$ cat src/hdl/ftcs_pkg.sv
// shared constants, types and codes for the ftcs diffusion stencil
package ftcs_pkg;

   localparam int SAMPLE_BITS     = 32;
   localparam int RATIO_FRAC_BITS = 16;
   localparam int STEP_BITS       = 32;
   localparam int TIME_BITS       = 48;
   localparam int CSR_DATA_BITS   = 32;
   localparam int CSR_INDEX_BITS  = 1;
   localparam int SEEN_BITS       = 2;
   localparam int COUNT_BITS      = 2;
   localparam int SLOTS           = 3;

   // c[i+1] + c[i-1] - 2c[i] needs two extra bits; DIFF_BITS gives three
   localparam int DIFF_BITS  = SAMPLE_BITS + 3;
   localparam int PROD_BITS  = DIFF_BITS + RATIO_FRAC_BITS + 1;
   localparam int DELTA_BITS = PROD_BITS - RATIO_FRAC_BITS;
   localparam int SUM_BITS   = DELTA_BITS + 1;

   localparam logic [RATIO_FRAC_BITS-1:0] RATIO_HALF =
      RATIO_FRAC_BITS'(1) << (RATIO_FRAC_BITS - 1);

   localparam logic [SEEN_BITS-1:0] SEEN_NONE = SEEN_BITS'(0);
   localparam logic [SEEN_BITS-1:0] SEEN_ONE  = SEEN_BITS'(1);
   localparam logic [SEEN_BITS-1:0] SEEN_TWO  = SEEN_BITS'(2);
   localparam logic [SEEN_BITS-1:0] SEEN_MANY = SEEN_BITS'(3);

   typedef logic signed [SAMPLE_BITS-1:0] sample_type;
   typedef logic [RATIO_FRAC_BITS-1:0]    ratio_type;
   typedef logic [STEP_BITS-1:0]          step_type;
   typedef logic [TIME_BITS-1:0]          time_type;
   typedef logic [CSR_DATA_BITS-1:0]      csr_data_type;

   typedef enum logic [CSR_INDEX_BITS-1:0] {
      CSR_MIX_RATIO = 1'b0,
      CSR_TIME_STEP = 1'b1
   } csr_index_type;

   typedef enum logic [1:0] {
      ST_STEPPED  = 2'd0,
      ST_UNSTABLE = 2'd1,
      ST_SHORT    = 2'd2
   } status_type;

   // one accepted item together with the window as it stood before it
   typedef struct packed {
      sample_type           sample;
      logic                 is_final;
      sample_type           older;
      sample_type           newer;
      logic [SEEN_BITS-1:0] seen;
   } win_item_type;

   // every result that one item causes
   typedef struct packed {
      sample_type [SLOTS-1:0] vals;
      logic [COUNT_BITS-1:0]  count;
      logic                   is_final;
      status_type             status;
      logic                   stepped;
   } bundle_type;

endpackage

$ cat src/hdl/ftcs_diffusion_stencil_step_top.sv
// top level of the ftcs diffusion stencil: config, elapsed time, result queue
// path: an accepted item waits in the window's input register, its results in the result queue
// throughput: one item per cycle while each item causes at most one result and rsp_stall
//   is low; an item causing more results holds the next one until its last result leaves the single result port
// reset: synchronous, clears registers, window, point count, elapsed time and queue
module ftcs_diffusion_stencil_step_top (
   input  logic                   clock,
   input  logic                   reset,
   input  logic                   req_valid,
   output logic                   req_stall,
   input  ftcs_pkg::sample_type   req_sample,
   input  logic                   req_is_final,
   output logic                   rsp_valid,
   input  logic                   rsp_stall,
   output ftcs_pkg::sample_type   rsp_value,
   output logic                   rsp_final_out,
   output logic [1:0]             rsp_status,
   output ftcs_pkg::time_type     rsp_elapsed_time,
   input  logic                   csr_write,
   input  ftcs_pkg::csr_index_type csr_index,
   input  ftcs_pkg::csr_data_type csr_wdata
);
   import ftcs_pkg::*;

   // config registers
   ratio_type mix_ratio_ff;
   step_type  time_step_ff;

   // elapsed time across completed steps
   time_type  elapsed_ff, elapsed_in;

   // result queue: the results of one item, oldest in slot zero
   sample_type [SLOTS-1:0] vals_ff, vals_in;
   logic [COUNT_BITS-1:0]  count_ff, count_in;
   logic                   fin_ff, fin_in;
   status_type             status_ff, status_in;
   time_type               stamp_ff, stamp_in;

   logic         item_valid;
   win_item_type item;
   bundle_type   bundle;
   logic         rsp_taken;
   logic         load_ok;
   logic         item_take;

   ftcs_window u_window (
      .clock        (clock),
      .reset        (reset),
      .req_valid    (req_valid),
      .req_stall    (req_stall),
      .req_sample   (req_sample),
      .req_is_final (req_is_final),
      .item_valid   (item_valid),
      .item         (item),
      .item_take    (item_take)
   );

   ftcs_stencil u_stencil (
      .item      (item),
      .mix_ratio (mix_ratio_ff),
      .bundle    (bundle)
   );

   // the queue takes a new item once its last result leaves
   assign rsp_taken = (count_ff != '0) && !rsp_stall;
   assign load_ok   = (count_ff == '0) ||
                      (count_ff == COUNT_BITS'(1) && rsp_taken);
   assign item_take = item_valid && load_ok;

   always_comb begin
      elapsed_in = elapsed_ff;
      vals_in    = vals_ff;
      count_in   = count_ff;
      fin_in     = fin_ff;
      status_in  = status_ff;
      stamp_in   = stamp_ff;
      if (item_take) begin
         // a completed step advances time before its results go out
         if (bundle.stepped) begin
            elapsed_in = elapsed_ff + TIME_BITS'(time_step_ff);
         end
         vals_in   = bundle.vals;
         count_in  = bundle.count;
         fin_in    = bundle.is_final;
         status_in = bundle.status;
         stamp_in  = bundle.stepped ? elapsed_ff + TIME_BITS'(time_step_ff)
                                    : elapsed_ff;
      end else if (rsp_taken) begin
         vals_in[0] = vals_ff[1];
         vals_in[1] = vals_ff[2];
         count_in   = count_ff - COUNT_BITS'(1);
      end
   end

   always_ff @(posedge clock) begin
      if (reset) begin
         mix_ratio_ff <= '0;
         time_step_ff <= '0;
         elapsed_ff   <= '0;
         count_ff     <= '0;
      end else begin
         if (csr_write) begin
            unique case (csr_index)
               CSR_MIX_RATIO: mix_ratio_ff <= csr_wdata[RATIO_FRAC_BITS-1:0];
               CSR_TIME_STEP: time_step_ff <= csr_wdata[STEP_BITS-1:0];
               default: ;
            endcase
         end
         elapsed_ff <= elapsed_in;
         count_ff   <= count_in;
      end
      vals_ff   <= vals_in;
      fin_ff    <= fin_in;
      status_ff <= status_in;
      stamp_ff  <= stamp_in;
   end

   assign rsp_valid        = count_ff != '0;
   assign rsp_value        = vals_ff[0];
   // the profile's last point is the last result of its item
   assign rsp_final_out    = fin_ff && (count_ff == COUNT_BITS'(1));
   assign rsp_status       = status_ff;
   assign rsp_elapsed_time = stamp_ff;

endmodule

$ cat src/hdl/ftcs_window.sv
// input register and two-sample window with point count
module ftcs_window (
   input  logic                  clock,
   input  logic                  reset,
   input  logic                  req_valid,
   output logic                  req_stall,
   input  ftcs_pkg::sample_type  req_sample,
   input  logic                  req_is_final,
   output logic                  item_valid,
   output ftcs_pkg::win_item_type item,
   input  logic                  item_take
);
   import ftcs_pkg::*;

   logic                 item_valid_ff, item_valid_in;
   win_item_type         item_ff, item_in;
   sample_type           older_ff, older_in;
   sample_type           newer_ff, newer_in;
   logic [SEEN_BITS-1:0] seen_ff, seen_in;
   logic                 accept;

   assign req_stall  = item_valid_ff && !item_take;
   assign accept     = req_valid && !req_stall;
   assign item_valid = item_valid_ff;
   assign item       = item_ff;

   always_comb begin
      item_valid_in = item_valid_ff;
      item_in       = item_ff;
      older_in      = older_ff;
      newer_in      = newer_ff;
      seen_in       = seen_ff;
      if (item_take) begin
         item_valid_in = 1'b0;
      end
      if (accept) begin
         item_valid_in    = 1'b1;
         item_in.sample   = req_sample;
         item_in.is_final = req_is_final;
         item_in.older    = older_ff;
         item_in.newer    = newer_ff;
         item_in.seen     = seen_ff;
         if (req_is_final) begin
            older_in = '0;
            newer_in = '0;
            seen_in  = SEEN_NONE;
         end else begin
            older_in = newer_ff;
            newer_in = req_sample;
            seen_in  = (seen_ff == SEEN_MANY) ? SEEN_MANY : seen_ff + SEEN_ONE;
         end
      end
   end

   always_ff @(posedge clock) begin
      if (reset) begin
         item_valid_ff <= 1'b0;
         older_ff      <= '0;
         newer_ff      <= '0;
         seen_ff       <= SEEN_NONE;
      end else begin
         item_valid_ff <= item_valid_in;
         older_ff      <= older_in;
         newer_ff      <= newer_in;
         seen_ff       <= seen_in;
      end
      item_ff <= item_in;
   end

endmodule

$ cat src/hdl/ftcs_stencil.sv
// stencil arithmetic and result set for one item
module ftcs_stencil (
   input  ftcs_pkg::win_item_type item,
   input  ftcs_pkg::ratio_type    mix_ratio,
   output ftcs_pkg::bundle_type   bundle
);
   import ftcs_pkg::*;

   logic signed [DIFF_BITS-1:0]  diff;
   logic signed [PROD_BITS-1:0]  prod;
   logic signed [DELTA_BITS-1:0] delta;
   logic signed [SUM_BITS-1:0]   sum;
   logic [SUM_BITS-SAMPLE_BITS:0] sum_top;
   sample_type                   stepped_val;
   sample_type                   mid_val;
   sample_type                   first_val;
   sample_type                   last_val;
   logic                         unstable;
   logic                         short_pass;

   always_comb begin
      diff = DIFF_BITS'(item.older) + DIFF_BITS'(item.sample)
           - (DIFF_BITS'(item.newer) <<< 1);
      prod  = PROD_BITS'(diff) * $signed({1'b0, mix_ratio});
      // arithmetic shift floors toward minus infinity
      delta = DELTA_BITS'(prod >>> RATIO_FRAC_BITS);
      sum   = SUM_BITS'(item.newer) + SUM_BITS'(delta);
      sum_top = sum[SUM_BITS-1:SAMPLE_BITS-1];
      if (sum_top == '0 || sum_top == '1) begin
         stepped_val = sum[SAMPLE_BITS-1:0];
      end else if (sum[SUM_BITS-1]) begin
         stepped_val = {1'b1, {(SAMPLE_BITS-1){1'b0}}};
      end else begin
         stepped_val = {1'b0, {(SAMPLE_BITS-1){1'b1}}};
      end

      unstable   = mix_ratio > RATIO_HALF;
      short_pass = (item.seen == SEEN_NONE) || (item.seen == SEEN_ONE);
      mid_val    = unstable ? item.newer : stepped_val;
      first_val  = unstable ? item.older : mid_val;
      last_val   = unstable ? item.sample : mid_val;

      bundle.is_final = item.is_final;
      bundle.vals[2]  = last_val;
      if (short_pass) begin
         // too short only shows once the last point arrives
         bundle.vals[0] = (item.seen == SEEN_ONE) ? item.newer : item.sample;
         bundle.vals[1] = item.sample;
         bundle.status  = ST_SHORT;
         bundle.stepped = 1'b0;
         if (!item.is_final) begin
            bundle.count = COUNT_BITS'(0);
         end else if (item.seen == SEEN_ONE) begin
            bundle.count = COUNT_BITS'(2);
         end else begin
            bundle.count = COUNT_BITS'(1);
         end
      end else begin
         bundle.vals[0] = (item.seen == SEEN_TWO) ? first_val : mid_val;
         bundle.vals[1] = (item.seen == SEEN_TWO) ? mid_val : last_val;
         bundle.status  = unstable ? ST_UNSTABLE : ST_STEPPED;
         bundle.stepped = item.is_final && !unstable;
         bundle.count   = COUNT_BITS'(1)
                        + COUNT_BITS'(item.seen == SEEN_TWO)
                        + COUNT_BITS'(item.is_final);
      end
   end

endmodule
$ cat config.mk
export PLATFORM = sky130hd
export DESIGN_NAME = ftcs_diffusion_stencil_step_top
export DESIGN_NICKNAME = d
export VERILOG_FILES = /design/src/hdl/ftcs_pkg.sv /design/src/hdl/ftcs_diffusion_stencil_step_top.sv /design/src/hdl/ftcs_window.sv /design/src/hdl/ftcs_stencil.sv
export SDC_FILE = /design/constraint.sdc
export NUM_CORES = 2
export LEC_CHECK = 0
export BUFFER_PORTS_ARGS = -buffer_cell sky130_fd_sc_hd__buf_2
export CAP_MARGIN = 20
export CORE_UTILIZATION = 33
export DETAILED_ROUTE_END_ITERATION = 12
export HOLD_SLACK_MARGIN = 0.15
export PLACE_DENSITY = 0.5
export SLEW_MARGIN = 5
export SYNTH_ARGS = -nofsm -noshare
export SYNTH_HDL_FRONTEND = slang
export SYNTH_HIERARCHICAL = 1
export SYNTH_SLANG_ARGS = --single-unit
$ cat constraint.sdc
create_clock -name clock -period 12.7 [get_ports clock]
set_input_delay 1.27 -clock clock [delete_from_list [all_inputs] [get_ports clock]]
set_output_delay 1.27 -clock clock [all_outputs]
set_load 0.02 [all_outputs]
==> flow_summary.toml <==
[worst_setup_path]
worstPathRequired_ps = 13160
r2r-start = "u_window/item[3]"
critPathArrivalTime_ps = 12690
start_kind = "flop"
slowest_delay_ps = 550
cp_max_fo = 16
end_kind = "flop"
cp_slowest_cell = "fa_1"
worstRegToRegCells = 51
path_class = "flop to flop"
timing.rr.end = "rsp_value[16]"
reg2reg_setup_slack_ps = 470
cp_common_cell = "fa_1"

[synth]
synth_area_um2 = 43200
syn_nets = 5653
synthFlopType = "edfxtp_1"
ys_ff_latch = 411
synth-warning-count = 6
synth_cells = 4809
synth_enable_flop_cells = 246
synth_area_per_cell_um2 = 8.98
ys_seq_area_share_pct = 24.8
ys_async_sr_fraction_pct = 0
synth_cell_types = 97

[route]
detail_route.iter0.violations = 2662
vias = 33862
drc = 0
vias_per_cell = 5.09
wirelength_um = 132000
drtAntennaViolNets = 0
wire_per_inst_um = 19.8
drt-pass1-iter-count = 5

[worst_hold_path]
holdPathStages = 0
hp-start = "u_window/older_ff[18]"
holdPathEnd = "u_window/item[52]"
hp-class = "flop to flop"

[outcome]
run_status = "completed"

[sta]
min_period_ps = 12230
relSlewSlack_pct = 32.1
fmaxAchievable_mhz = 81.7
setup_violations = 0
timing.final.crit_share_pct = 96.3
setup_ws_ps = 467
worst_hold_slack_ps = 424
finalHoldViolCount = 0
final_max_slew_viol_count = 0
skew_ps = 32.6
tightest_slew_ps = 1020

[flow_run]
drv_cap = 0

[clock_network]
postCtsHoldBufs = 0
cts_buffers = 45
cts_tree = "yes"
clk_pin_slew_worst_paths_ps = 70
cts-root-buf = "clkbuf_16"
clkSinkCount = 411
clock_latency_ps = 600
cts_buffer_depth = 3
htree_levels = 2

[layout]
final.fill_count = 13273
diodes = 0
final_core_util_pct = 37.1
synthToLayoutAreaGrowth_pct = 11.3
stdcell_count = 6650
fin_nets = 5715
layout-drive-gt1-share_pct = 11.6

[placement]
gp_congestion = 0.932
pre_cts_ws_ps = -86.4
io_buffers = 155
dp_hpwl_um = 99500
dp.cells = 6535

[floorplan]
fp-row-count = 132
top_level_ports = 156
design.core.area_um2 = 130000
start_util_pct = 33.3
die_h_um = 364
dieArea_um2 = 132000
die_x_um = 364

[grt]
antenna_found_initial = 1
grt_pass1_wl_um = 205000
grt_max_degree = 92
grt_pass1_vias = 33922
grt_overflow_total = 0
grt_usage_pct = 19.9
-- flip-flops by register name, indices dropped and copies added (netlist names) --
register,cells
rsp_status,2
fin_ff,1
u_window/seen_ff,2
u_window/item,99
elapsed_ff,48
rsp_value,32
u_window/older_ff,32
u_window/item_valid,1
u_window/newer_ff,32
time_step_ff,32
vals_ff,64
mix_ratio_ff,16
rsp_elapsed_time,48
count_ff,2
-- Yosys cell counts (24+ instances only) --
cell type / instances / area (um2)
o22ai_1: 39 / 244
o21a_1: 25 / 188
a31oi_1: 25 / 156
nor2_1: 124 / 465
buf_2: 24 / 120
edfxtp_1: 246 / 7390
nor2b_1: 29 / 181
a21o_1: 54 / 405
a21oi_2: 41 / 359
a22oi_1: 48 / 360
nand3_1: 116 / 581
xor2_1: 52 / 455
nand2_1: 768 / 2880
dfxtp_1: 165 / 3300
and3_1: 26 / 163
inv_1: 772 / 2900
clkbuf_1: 222 / 833
fa_1: 549 / 11000
o21ai_1: 50 / 250
nor3_1: 34 / 170
o211ai_1: 44 / 330
o21ai_0: 129 / 646
ha_1: 224 / 2800
buf_4: 40 / 300
mux2_2: 30 / 338
xnor2_1: 93 / 815
a21oi_1: 277 / 1390
nand4_1: 56 / 350
and2_1: 203 / 1270
-- area by class of cell --
cell class	instances	area, um2	share of cell area, %
well taps	1742	2180	4.53
flip-flops and latches	411	10700	22.2
repair buffers	322	2150	4.47
clock buffers	66	1410	2.94
inverters	777	2930	6.09
clock inverters	18	210	0.437
multi-input cells	3314	28500	59.3
-- worst max-delay path: cells and delay by family (launching register included) --
kind | cells | cell delay, ps
adder cells (fa/ha/maj) | 10 | 4560
AO/OA/AOI/OAI | 19 | 3960
AND/OR/NAND/NOR | 11 | 1880
buffers and inverters | 10 | 1060
flip-flops | 1 | 420
XOR/XNOR | 1 | 190
-- per-stage QoR --
stage / cell area [um2] / TNS, ps
finish: 48100 / 0
global route: 48100 / -128
CTS: 47500 / 0
detailed placement: 45900 / -1690
global placement: 45900 / -1470
floorplan: 43200 / 0
-- per-layer routing --
layer / global-route usage (%) / up-vias / wire (um)
met4: 4.45 / 0 / 2810
met3: 1.74 / 151 / 6710
met1: 29.4 / 17007 / 62800
met2: 31.3 / 936 / 59300
met5: 0 / - / 0
li1: - / 15768 / -
-- cell families (layout without fill, tap and decap cells) --
kind of cell | after synthesis | in the layout | share of synthesized area, %
compound gates | 895 | 895 | 13.4
mux | 48 | 48 | 1.20
flops | 411 | 411 | 24.8
xor+xnor | 145 | 145 | 2.94
buf+inv | 1084 | 1183 | 10.0
fa+ha+maj | 773 | 773 | 31.9
simple gates | 1453 | 1453 | 15.7
-- cell usage in the layout, fill, tap and decap left out, drive strengths merged, types with 29 or more instances in the layout --
master	instances
edfxtp	246
ha	224
fa	549
nor3	36
and2	203
nand2	768
nand3	117
buf	322
xnor2	93
a21o	54
dfxtp	165
nor2b	29
nor2	126
o21ai	181
o211ai	44
clkbuf	66
xor2	52
nand4	56
inv	777
a22oi	48
mux2	31
o22ai	39
a21oi	319
-- worst max-delay path by stage --
stage | startpoint | cells past startpoint | end
after global placement | u_window/item[13] | 47 | rsp_value[10]
after detailed placement | u_window/item[13] | 46 | rsp_value[3]
after CTS | u_window/item[3] | 47 | rsp_value[1]
final | u_window/item[3] | 51 | rsp_value[16]
after global routing | u_window/item[7] | 49 | rsp_value[16]
after floorplan | u_window/item[3] | 49 | vals_ff[60]
-- timing repair --
action / 4_1_cts / 5_1_grt
buffers inserted: 0 / 30
endpoints found under the setup margin: 50 / 96
pin swaps: 0 / 23
resized for setup: 6 / 59
Power is left out: the tool's default activity adds up to more than one toggle a clock period on the data nets, which glitch-free logic cannot reach.
